$ cat src/rtl/core/brrqm_pkg.sv
// Shared types and constants for the burst round-robin queue merge block.
// No dependencies; imported by every module of the block.
`default_nettype none

package brrqm_pkg;

  localparam int NUM_QUEUES_DEF  = 16;
  localparam int QUEUE_DEPTH_DEF = 64;

  localparam int VALUE_W     = 31;
  localparam int QIDX_W      = 4;
  localparam int BLEN_W      = 7;
  localparam int QCNT_W      = 5;
  localparam int CFG_IDX_W   = 2;
  localparam int CFG_DATA_W  = 7;

  localparam logic OP_APPEND = 1'b0;
  localparam logic OP_PULL   = 1'b1;

  localparam logic [CFG_IDX_W-1:0] CFG_BURST_LEN   = 2'd0;
  localparam logic [CFG_IDX_W-1:0] CFG_QUEUE_COUNT = 2'd1;

  // counter table commands from the sequencer
  typedef struct packed {
    logic inc_fill;
    logic inc_rd;
  } ctr_cmd_t;

  // compare results for the selected queue
  typedef struct packed {
    logic not_full;
    logic has_data;
  } ctr_stat_t;

endpackage

`default_nettype wire

$ cat src/rtl/core/brrqm_ctrs.sv
// Per-queue fill counts and read positions with the shared compare unit.
// Depends on brrqm_pkg for the command and status structs.
`default_nettype none

module brrqm_ctrs
  import brrqm_pkg::*;
#(
  parameter int NUM_QUEUES  = NUM_QUEUES_DEF,
  parameter int QUEUE_DEPTH = QUEUE_DEPTH_DEF,
  localparam int QW = (NUM_QUEUES > 1) ? $clog2(NUM_QUEUES) : 1,
  localparam int FW = $clog2(QUEUE_DEPTH + 1)
) (
  input  wire              clk,
  input  wire              rst_n,
  input  wire  [QW-1:0]    idx,
  input  ctr_cmd_t         cmd,
  output ctr_stat_t        stat,
  output logic [FW-1:0]    fill_pos,
  output logic [FW-1:0]    rd_pos
);

  logic [FW-1:0] fill_r [NUM_QUEUES];
  logic [FW-1:0] rd_r   [NUM_QUEUES];
  logic          idx_ok;

  assign idx_ok   = {1'b0, idx} < (QW+1)'(NUM_QUEUES);
  assign fill_pos = idx_ok ? fill_r[idx] : '0;
  assign rd_pos   = idx_ok ? rd_r[idx]   : '0;

  // read position never passes fill count, which never passes the depth
  assign stat.not_full = idx_ok && (int'(fill_pos) < QUEUE_DEPTH);
  assign stat.has_data = idx_ok && (rd_pos < fill_pos);

  always_ff @(posedge clk) begin
    if (!rst_n) begin
      for (int i = 0; i < NUM_QUEUES; i++) begin
        fill_r[i] <= '0;
        rd_r[i]   <= '0;
      end
    end else if (idx_ok) begin
      if (cmd.inc_fill) begin
        fill_r[idx] <= fill_pos + 1'b1;
      end
      if (cmd.inc_rd) begin
        rd_r[idx] <= rd_pos + 1'b1;
      end
    end
  end

endmodule

`default_nettype wire

$ cat config.mk
export PLATFORM = sky130hd
export DESIGN_NAME = brrqm_ctrs
export DESIGN_NICKNAME = d
export VERILOG_FILES = /design/src/rtl/core/brrqm_pkg.sv /design/src/rtl/core/brrqm_ctrs.sv
export SDC_FILE = /design/constraint.sdc
export NUM_CORES = 1
export LEC_CHECK = 0
export BUFFER_PORTS_ARGS = -buffer_cell sky130_fd_sc_hd__buf_2
export CAP_MARGIN = 20
export CORE_MARGIN = 8
export CORE_UTILIZATION = 40
export DETAILED_ROUTE_END_ITERATION = 8
export GPL_TIMING_DRIVEN = 0
export SYNTH_ARGS = -nofsm -noshare
export SYNTH_HDL_FRONTEND = slang
export SYNTH_SLANG_ARGS = --single-unit
export TNS_END_PERCENT = 50
$ cat constraint.sdc
create_clock -name clk -period 5.9 [get_ports clk]
set_input_delay 1.18 -clock clk [delete_from_list [all_inputs] [get_ports clk]]
set_output_delay 1.18 -clock clk [all_outputs]
set_load 0.1 [all_outputs]
==> run_results.csv <==
group,metric,value,unit
placement,gp_congestion,0.810,
pwr,power_frac_seq,48.7,%
sta,max_freq,0.173,GHz
synthesis,synthCells,711,
outcome,outcome,"finished clean",
synthesis,synth_warnings,0,
pwr,comb_power_share,14.2,%
pwr,power-per-cell-area,323,nW/um2
sta,fin_tns_setup,0,ns
cts,cts.clk_slew.worst_paths,0.06,ns
synthesis,synth_compound_area_share,3.98,%
layout,fin_area,11600,um2
floorplanning,coreArea,25800,um2
grt,grt_overflow,0,
pwr,leakagePower,0.00414,uW
route,routed_wl,27100,um
worst_setup_path,crit_path_end_kind,"output port",
cts,cts_buffer_depth,3,
placement,pre_cts_ws,-0.532,ns
synthesis,synth-seq-cells,224,
pwr,switching_share,26.8,%
synthesis,avgSynthCellArea,14.6,um2
floorplanning,io_pins,24,
synthesis,synth_simple_gate_area_share,11.9,%
route,num_vias,6171,
cts,clk-insertion-delay-late,0.51,ns
flow_run,cap_violations,0,
placement,dpl.hpwl,18800,um
floorplanning,die_h,177,um
sta,tightest_slew,1.00,ns
grt,grt_max_degree,20,
sta,finalHoldViolCount,0,
placement,place_inst,1066,
route,drt_pass1_iterations,5,
pwr,p_int,2740,uW
synthesis,synth_edf_count,224,
pwr,p_sw,1010,uW
sta,drv_slew,0,
synthesis,synthAdderAreaFrac,0.965,%
synthesis,synthesis.area,10400,um2
layout,regArea,6730,um2
cts,cts_tree,"built",
worst_setup_path,worstSetupPathType,"in2out",
worst_setup_path,arrival,4.61,ns
grt,grt_first_pass_wirelength,39800,um
layout,n_fill_cell,2273,
floorplanning,std_cell_rows,59,
layout,drive_above_1_share,24.1,%
placement,place_area,10900,um2
synthesis,synthArstFlopShare,0,%
synthesis,ys_seq_area_share,64.9,%
sta,setup_viol_count_final,0,
grt,antenna_found_initial,0,
worst_setup_path,crit_path_max_fanout,19,
sta,min_period,5.79,ns
synthesis,synthMuxAreaShare,13.8,%
layout,antenna_cells,0,
synthesis,synth_xor_xnor_area_share,1.15,%
layout,finalNonFillerCells,1103,
floorplanning,start_util,40.3,%
pwr,peakVddDrop,0.166,mV
pwr,clock_power_share,37.0,%
cts,hold_buffers,0,
worst_setup_path,required,4.72,ns
layout,nets,771,
sta,fin_skew,0.00943,ns
sta,rsz0062_at_grt,"no",
route,ant_nets,0,
floorplanning,die_w,177,um
sta,setup_ws,0.106,ns
sta,period_share,98.2,%
placement,io_buffers,20,
layout,multi_input_area,3310,um2
min_path,hold_class,"reg2reg",
route,drcViolationCount,0,
sta,relSlewSlack,33.3,%
grt,grt.total_usage,17.2,%
synthesis,synth_flop_cell,"edfxtp_1",
route,routed_via_density,5.59,
cts,cts_num_sinks,224,
route,wl_per_cell,24.5,um
cts,cts_inserted_buffers,23,
worst_setup_path,startpoint_type,"primary input",
route,drt-initial-drc-count,659,
synthesis,syn-num-nets,727,
grt,first_global_vias,6065,
synthesis,synth_cell_types,41,
cts,htree_levels,1,
cts,root_buffer,"clkbuf_16",
layout,syn2layout_area_growth,11.9,%
synthesis,synth_top_family_by_area,"multiplexers",
floorplanning,dieArea,31300,um2
[cell usage after synthesis (2+ instances only)]
cell type	n	area share, %
a22oi_1	16	1.2
clkbuf_1	10	0.36
nand2_1	78	2.8
inv_2	2	0.072
and2_1	2	0.12
nand3_1	7	0.34
buf_6	7	0.76
ha_1	8	0.97
buf_12	3	0.58
edfxtp_1	224	65
o21ai_1	2	0.097
nor2_2	20	1.2
xnor2_1	3	0.25
a21o_1	3	0.22
a21oi_2	20	1.7
buf_1	4	0.14
nor2_1	179	6.5
xor2_2	2	0.31
a21oi_1	12	0.58
or3_1	2	0.12
nor3_1	2	0.097
nor2b_1	2	0.12
buf_2	20	0.97
xnor2_2	2	0.31
nand2b_1	2	0.12
inv_1	4	0.14
mux4_1	9	2.3
buf_8	2	0.29
mux4_2	52	11
[metrics by stage]
step	hold slack (ns)	util (%)	total power, uW
after floorplan	0.998	-	2240
after global placement	1.17	42.4	2390
after detailed placement	1.16	42.4	2390
after CTS	1.17	45.1	3760
after global routing	1.25	45.1	3840
final	1.16	45.1	3750
[flip-flops by register name, indices dropped and copies added (netlist names)]
| register | flops |
|---|---|
| rd_r | 112 |
| fill_r | 112 |
[power by group through the flow]
stage          sequential [uW]  combinational [uW]  clock [uW]
2_1_floorplan             1850                 387           0
3_3_place_gp              1860                 531           0
3_5_place_dp              1860                 533           0
4_1_cts                   1830                 536        1400
5_1_grt                   1830                 560        1450
6_report                  1830                 534        1390
[metal layers]
| metal | vias to the layer above | track usage (%) | part of all wire, % |
|---|---|---|---|
| met3 | 39 | 2.15 | 6.3 |
| met5 | - | 0 | 0 |
| met2 | 229 | 28.5 | 49 |
| met1 | 3182 | 23.7 | 43 |
| met4 | 0 | 4.27 | 1.9 |
| li1 | 2721 | - | - |
[worst max-delay path: stages]
cell	delay, ns
buf_2	0.24
buf_4	0.43
buf_2	0.37
mux4_2	0.38
mux4_2	0.61
ha_1	0.34
and4_1	0.24
a221o_1	0.34
a31oi_4	0.15
buf_4	0.31
[cells by family (layout without fill, tap and decap cells)]
group | Yosys count | in the layout
buffers and inverters | 54 | 111
AO/OA/AOI/OAI | 56 | 56
AND/OR/NAND/NOR | 298 | 298
flip-flops | 224 | 224
multiplexers | 63 | 63
adder cells (fa/ha/maj) | 8 | 8
XOR/XNOR | 8 | 8
[cell usage in the layout (no fill, tap or decap), types with 7 or more instances in the layout]
cell type / count
a21oi_1: 12
a21oi_2: 20
a22oi_1: 16
buf_2: 37
buf_6: 7
clkbuf_1: 13
clkbuf_16: 23
clkinv_1: 8
edfxtp_1: 224
ha_1: 8
mux4_1: 9
mux4_2: 52
nand2_1: 77
nand3_1: 7
nor2_1: 179
nor2_2: 20
[layout make-up]
cell class,count,area share (%)
Sequential cell,224,57.9
Multi-Input combinational cell,433,28.5
Clock buffer,26,5.05
Tap cell,335,3.61
Buffer,45,2.75
Clock inverter,12,0.895
Timing Repair Buffer,20,0.884
Inverter,8,0.366
[timing repair]
action / 4_1_cts / 5_1_grt
endpoints found under the hold margin: 0 / 0
setup buffers: 0 / 0
gates resized for setup: 2 / 0
endpoints found under the setup margin: 1 / 0
[worst paths after layout]
path              start           to  slack, ns  depth (start not counted)
max              idx[1]      stat[0]       0.11                         10
min          rd_r[4][0]   rd_r[1][0]       1.16                          4
max reg2reg  rd_r[9][0]  rd_r[13][2]       2.31                          8
min reg2reg  rd_r[4][0]   rd_r[1][0]       1.16                          4
No activity file was read; power rests on OpenSTA's default activity.
