## src/rtl/core/brrqm_pkg.sv

```systemverilog
// Shared types and constants for the burst round-robin queue merge block.
// No dependencies; imported by every module of the block.
`default_nettype none

package brrqm_pkg;

  localparam int NUM_QUEUES_DEF  = 16;
  localparam int QUEUE_DEPTH_DEF = 64;

  localparam int VALUE_W     = 31;
  localparam int QIDX_W      = 4;
  localparam int BLEN_W      = 7;
  localparam int QCNT_W      = 5;
  localparam int CFG_IDX_W   = 2;
  localparam int CFG_DATA_W  = 7;

  localparam logic OP_APPEND = 1'b0;
  localparam logic OP_PULL   = 1'b1;

  localparam logic [CFG_IDX_W-1:0] CFG_BURST_LEN   = 2'd0;
  localparam logic [CFG_IDX_W-1:0] CFG_QUEUE_COUNT = 2'd1;

  // counter table commands from the sequencer
  typedef struct packed {
    logic inc_fill;
    logic inc_rd;
  } ctr_cmd_t;

  // compare results for the selected queue
  typedef struct packed {
    logic not_full;
    logic has_data;
  } ctr_stat_t;

endpackage

`default_nettype wire

```

## src/rtl/core/brrqm_seq.sv

```systemverilog
// Sequencer: append and pull transactions, round-robin scan, result register.
// Depends on brrqm_pkg; drives brrqm_ctrs and brrqm_store.
`default_nettype none

module brrqm_seq
  import brrqm_pkg::*;
#(
  parameter int NUM_QUEUES  = NUM_QUEUES_DEF,
  parameter int QUEUE_DEPTH = QUEUE_DEPTH_DEF,
  localparam int QW = (NUM_QUEUES > 1) ? $clog2(NUM_QUEUES) : 1,
  localparam int FW = $clog2(QUEUE_DEPTH + 1),
  localparam int PW = (QUEUE_DEPTH > 1) ? $clog2(QUEUE_DEPTH) : 1,
  localparam int AW = QW + PW
) (
  input  wire                 clk,
  input  wire                 rst_n,
  input  wire                 in_valid,
  output logic                in_ready,
  input  wire                 in_op,
  input  wire  [QIDX_W-1:0]   in_queue_index,
  input  wire  [VALUE_W-1:0]  in_value,
  output logic                out_valid,
  input  wire                 out_ready,
  output logic [VALUE_W-1:0]  out_value_res,
  output logic [QIDX_W-1:0]   out_source_queue,
  output logic                out_done_res,
  output logic                out_overflow,
  input  wire  [BLEN_W-1:0]   burst_len,
  input  wire  [QCNT_W-1:0]   queue_count,
  output logic [QW-1:0]       ctr_idx,
  output ctr_cmd_t            ctr_cmd,
  input  ctr_stat_t           ctr_stat,
  input  wire  [FW-1:0]       fill_pos,
  input  wire  [FW-1:0]       rd_pos,
  output logic                mem_we,
  output logic                mem_re,
  output logic [AW-1:0]       mem_addr,
  output logic [VALUE_W-1:0]  mem_wdata,
  input  wire  [VALUE_W-1:0]  mem_rdata
);

  typedef enum logic [2:0] {
    S_IDLE,
    S_APPEND,
    S_PREP,
    S_SCAN,
    S_EMIT
  } state_t;

  localparam int CNT_SAT = (NUM_QUEUES > 31) ? 31 : NUM_QUEUES;

  state_t              state_r;
  logic [QIDX_W-1:0]   qi_r;
  logic [VALUE_W-1:0]  val_r;
  logic [QW-1:0]       cur_r;
  logic [BLEN_W-1:0]   bt_r;
  logic [QCNT_W:0]     k_r;
  logic                done_r;
  logic                overflow_r;
  logic                out_valid_r;
  logic [VALUE_W-1:0]  out_value_r;
  logic [QIDX_W-1:0]   out_source_r;
  logic                out_done_r;
  logic                out_overflow_r;

  logic [QCNT_W-1:0]   cnt;
  logic [BLEN_W-1:0]   blen;
  logic [QW:0]         cur_inc;
  logic [QW-1:0]       cur_next;
  logic                qi_ok;
  logic                take;
  logic                is_append;

  assign cnt  = (queue_count > QCNT_W'(CNT_SAT)) ? QCNT_W'(CNT_SAT) : queue_count;
  assign blen = (burst_len == '0) ? BLEN_W'(1) : burst_len;

  assign cur_inc  = {1'b0, cur_r} + 1'b1;
  assign cur_next = (int'(cur_inc) >= int'(cnt)) ? '0 : cur_inc[QW-1:0];

  assign qi_ok     = int'(qi_r) < NUM_QUEUES;
  assign is_append = (state_r == S_APPEND);
  assign take      = (bt_r < blen) && ctr_stat.has_data;

  assign ctr_idx  = is_append ? QW'(qi_r) : cur_r;
  assign mem_we   = is_append && qi_ok && ctr_stat.not_full;
  assign mem_re   = (state_r == S_SCAN) && take;
  assign mem_addr = {ctr_idx, PW'(is_append ? fill_pos : rd_pos)};
  assign mem_wdata = val_r;

  assign ctr_cmd.inc_fill = mem_we;
  assign ctr_cmd.inc_rd   = mem_re;

  assign in_ready         = (state_r == S_IDLE);
  assign out_valid        = out_valid_r;
  assign out_value_res    = out_value_r;
  assign out_source_queue = out_source_r;
  assign out_done_res     = out_done_r;
  assign out_overflow     = out_overflow_r;

  always_ff @(posedge clk) begin
    if (!rst_n) begin
      state_r     <= S_IDLE;
      cur_r       <= '0;
      bt_r        <= '0;
      k_r         <= '0;
      done_r      <= 1'b0;
      overflow_r  <= 1'b0;
      out_valid_r <= 1'b0;
    end else begin
      // in S_EMIT the result register is refilled below whenever it drains
      if (out_valid_r && out_ready && state_r != S_EMIT) begin
        out_valid_r <= 1'b0;
      end
      case (state_r)
        S_IDLE: begin
          if (in_valid) begin
            qi_r    <= in_queue_index;
            val_r   <= in_value;
            state_r <= (in_op == OP_PULL) ? S_PREP : S_APPEND;
          end
        end
        S_APPEND: begin
          // out-of-range queue index is dropped silently
          if (qi_ok && !ctr_stat.not_full) begin
            overflow_r <= 1'b1;
          end
          state_r <= S_IDLE;
        end
        S_PREP: begin
          k_r <= '0;
          if (cnt == '0) begin
            done_r  <= 1'b1;
            state_r <= S_EMIT;
          end else begin
            done_r <= 1'b0;
            // count shrank below the current queue: fresh turn at queue 0
            if (int'(cur_r) >= int'(cnt)) begin
              cur_r <= '0;
              bt_r  <= '0;
            end
            state_r <= S_SCAN;
          end
        end
        S_SCAN: begin
          if (take) begin
            bt_r    <= bt_r + 1'b1;
            done_r  <= 1'b0;
            state_r <= S_EMIT;
          end else begin
            cur_r <= cur_next;
            bt_r  <= '0;
            // count+1 misses: every queue checked, current one twice
            if (k_r == {1'b0, cnt}) begin
              done_r  <= 1'b1;
              state_r <= S_EMIT;
            end else begin
              k_r <= k_r + 1'b1;
            end
          end
        end
        S_EMIT: begin
          if (!out_valid_r || out_ready) begin
            out_value_r    <= done_r ? '0 : mem_rdata;
            out_source_r   <= done_r ? '0 : QIDX_W'(cur_r);
            out_done_r     <= done_r;
            out_overflow_r <= overflow_r;
            out_valid_r    <= 1'b1;
            state_r        <= S_IDLE;
          end
        end
        default: begin
          state_r <= S_IDLE;
        end
      endcase
    end
  end

`ifndef NO_ASSERTIONS
  a_take_emits: assert property (@(posedge clk) disable iff (!rst_n)
    (state_r == S_SCAN && take) |=> (state_r == S_EMIT && !done_r))
    else $error("read from a queue did not lead to a value result");

  a_done_zero: assert property (@(posedge clk) disable iff (!rst_n)
    (out_valid_r && out_done_r) |-> (out_value_r == '0 && out_source_r == '0))
    else $error("done result carries a nonzero value or source");

  a_emit_hold: assert property (@(posedge clk) disable iff (!rst_n)
    (state_r == S_EMIT && out_valid_r && !out_ready) |=> (state_r == S_EMIT))
    else $error("pending result overwritten while receiver stalls");

  a_scan_bound: assert property (@(posedge clk) disable iff (!rst_n)
    (state_r == S_SCAN) |-> (k_r <= {1'b0, cnt}))
    else $error("scan ran past queue count plus one checks");
`endif

endmodule

`default_nettype wire

```

## config.mk

```make
export PLATFORM = sky130hd
export DESIGN_NAME = brrqm_seq
export DESIGN_NICKNAME = d
export VERILOG_FILES = /design/src/rtl/core/brrqm_pkg.sv /design/src/rtl/core/brrqm_seq.sv
export SDC_FILE = /design/constraint.sdc
export NUM_CORES = 1
export LEC_CHECK = 0
export BUFFER_PORTS_ARGS = -buffer_cell sky130_fd_sc_hd__clkbuf_2
export CAP_MARGIN = 20
export CORE_MARGIN = 8
export CORE_UTILIZATION = 45
export DETAILED_ROUTE_END_ITERATION = 10
export GPL_TIMING_DRIVEN = 0
export PLACE_DENSITY_LB_ADDON = 0.1
export SYNTH_ARGS = -nofsm -noshare
export SYNTH_HDL_FRONTEND = slang
export SYNTH_SLANG_ARGS = --single-unit
```

## constraint.sdc

```tcl
create_clock -name clk -period 4.5 [get_ports clk]
set_clock_uncertainty 0.2 [all_clocks]
set_input_delay 0.9 -clock clk [delete_from_list [all_inputs] [get_ports clk]]
set_output_delay 0.9 -clock clk [all_outputs]
set_load 0.02 [all_outputs]
```

==> impl_results.md <==
* Worst slew pin tran at 948 ps
* Most frequent cells in the layout: clkbuf_2 (184), edfxtp_1 (72), nor2b_1 (35)
* Setup CP Type: flip-flop to output port
* Gr usage total at 16.5%
* Initial Util at 46.1%
* CP Launch Point: state_r[0]
* Final Hold Fails at 0
* Pin count of the biggest net entering global routing at 36
* Most common cell after layout, fill and taps aside: clkbuf_2
* Finished Layout Cells at 645
* Vias at 3,230
* RSZ-0062 raised after global routing: no
* P_leak at 2.36 nW
* Final Slew Violations at 0
* Largest family of logic cells by synthesized area: simple AND/OR/NAND/NOR gates
* Period minus WS final at 3680 ps
* Pwr Total at 1.73 mW
* CTS root buffer: clkbuf_8
* Post-Synth Adder-Cell Area at 5.34%
* Yosys warns at 0
* Register area share after synthesis at 62.1%
* Mapped Cells at 333
* Vias in the first global route at 3,200
* Fmax at 271 MHz
* Worst Slack Setup Final at 816 ps
* First-pass GRT wire length at 16.7 mm
* Core area at 9150 µm²
* Post-DP HPWL at 8.53 mm
* GP Congestion at 0.818
* Via density per instance at 5.01
* Met1 Usage GRT at 19.1%
* DIE HEIGHT at 113 µm
* Critical Path Fanout Max at 10
* Layout Nets at 646
* Initial antenna violation count at 0
* Simple-Gate Fraction of Synth Area at 15.7%
* Rows at 35
* WP data required at 3400 ps
* Layout cells sized above 1 at 42.3%
* Synthesized area at 4220 µm²
* Post-synthesis cell type count at 51
* CP endpoint kind: output port
* WL/cell at 16.7 µm
* Power per cell area at 315 nW/µm²
* Synth Area in XOR/XNOR at 1.66%
* Worst hold slack at 238 ps
* # clock sinks at 95
* Post-route ant nets at 0
* CTS tree: done
* CP startpoint kind: flip-flop
* Clock slew at reported path FFs at 90 ps
* Max-Cap Viols at 0
* Antenna cells at 0
* DR DRC count at 0
* # setup viols final at 0
* Post-CTS sizing at 0
* Met2 global-route usage at 29.1%
* Post-CTS Setup Inserts at 0
* Syn avg cell area at 12.7 µm²
* #FFs+latches synth at 95
* Grt met3 use at 3.99%
* Grt total ovfl at 0
* Tcrit/Tclk final at 81.9%
* Syn nets at 450
* Crit path DAT at 2580 ps
* Post-synthesis compound-gate area fraction at 8.24%
* R2r startpoint: cur_r[0]
* Post-cts hold buffer count at 0
* Busiest layer in global routing: met2
* Synth async-reset ratio at 0%
* Worst-skew pair later-pin latency at 350 ps
* Worst min-delay path class: flip-flop to flip-flop
* Drt pass-1 iters at 4
* 1st-iter DRT viols at 154
* Num CTS Buffers at 9
* Max-slew headroom at 35.8%
* Worst path cell trace: nor3b_1 > clkbuf_1 > mux2_2 > buf_4 > clkbuf_2
* Post-place setup slack at 1000 ps
* Synth Flop Type: edfxtp_1
* Crit path buf inv count at 3
* Worst path max stage delay at 650 ps
* I/O pin cnt at 187
* Area Overhead vs Synth at 30.1%
* Status: completed
* Sum Neg Setup Slack at 0 ps
* DIE AREA at 12,700 µm²
* CTS HTree Levels at 3
* WL final at 10.8 mm
* Critical Path Slowest Stage Cell: nor3b_1
* Hold path start: overflow_r
* Post-placement cell count at 629
* Number of flops mapped to enable cells by yosys at 72
* Clock Tree Buf Depth at 2
* Port Buffers at 184
* Delay-heaviest family, CP: buffers and inverters
* Mux cell area share after synthesis at 3.14%
* Worst vdd ir at 0.137 mV
* Die X at 113 µm
==> cell usage after synthesis (all sizes together) (2+ instances only) <==
library cell | n | area (µm²)
a21o | 2 | 15.0
a21oi | 6 | 30.0
a22o | 2 | 17.5
a31oi | 7 | 43.8
and2 | 2 | 12.5
and3 | 2 | 12.5
buf | 8 | 61.3
clkbuf | 8 | 30.0
dfxtp | 23 | 460
edfxtp | 72 | 2160
ha | 18 | 225
inv | 17 | 63.8
mux2 | 10 | 113
mux2i | 2 | 20.0
nand2 | 22 | 82.6
nand2b | 10 | 62.6
nand3 | 9 | 45.0
nand4 | 3 | 18.8
nor2 | 21 | 78.8
nor2b | 35 | 219
nor3 | 4 | 20.0
nor3b | 2 | 20.0
o211ai | 5 | 42.5
o21ai | 6 | 33.8
o311ai | 5 | 61.3
or3 | 2 | 12.5
or4 | 6 | 45.0
xnor2 | 6 | 52.6
xor2 | 2 | 17.5
==> layer usage <==
layer  routed length (µm)  part of all wire, %
met1                 4450                   41
met2                 5480                   51
met3                  707                  6.6
met4                  116                  1.1
met5                    0                    0
==> worst paths after layout <==
| kind | end | slack [ps] | depth (start not counted) |
|---|---|---|---|
| hold / removal | out_overflow | 240 | 0 |
| hold reg to reg | out_overflow | 240 | 0 |
| setup / recovery | mem_addr[8] | 820 | 5 |
| setup reg to reg | bt_r[5] | 2000 | 8 |
==> flip-flops by register name, indices dropped and copies added, names as in the netlist, 3 cells and up <==
signal / count
bt_r: 7
k_r: 6
mem_wdata: 31
state_r: 3
qi_r: 4
cur_r: 4
out_source_queue: 4
out_value_res: 31
==> final cells by class <==
| cell class | count | area [µm²] |
|---|---|---|
| clock inverters | 6 | 53.8 |
| plain buffers | 16 | 91.3 |
| inverters | 18 | 67.6 |
| fillers | 760 | 3660 |
| flip-flops and latches | 95 | 2620 |
| multi-input cells | 204 | 1450 |
| repair buffers | 185 | 941 |
| well taps | 111 | 139 |
| clock buffers | 10 | 128 |
==> where the power goes <==
part / internal, mW / switching (mW) / total [mW] / leakage [nW]
Combinational: 0.0921 / 0.133 / 0.225 / 1.43
Clock: 0.211 / 0.310 / 0.522 / 0.0894
Sequential: 0.972 / 0.00872 / 0.981 / 0.845
==> stage by stage <==
| stage | util (%) | instance area [µm²] |
|---|---|---|
| 2_1_floorplan | - | 4220 |
| 3_3_place_gp | 57.7 | 5280 |
| 3_5_place_dp | 58.0 | 5310 |
| 4_1_cts | 60.0 | 5490 |
| 5_1_grt | 60.0 | 5490 |
| 6_report | 60.0 | 5490 |
==> cells by family (layout without fill, tap and decap cells) <==
logic type,count (synthesis),in the layout
compound gates,44,44
mux,12,12
xor+xnor,8,8
buf+inv,34,235
flops,95,95
fa+ha+maj,18,18
simple gates,122,122
(Power assumes the default switching activity.)
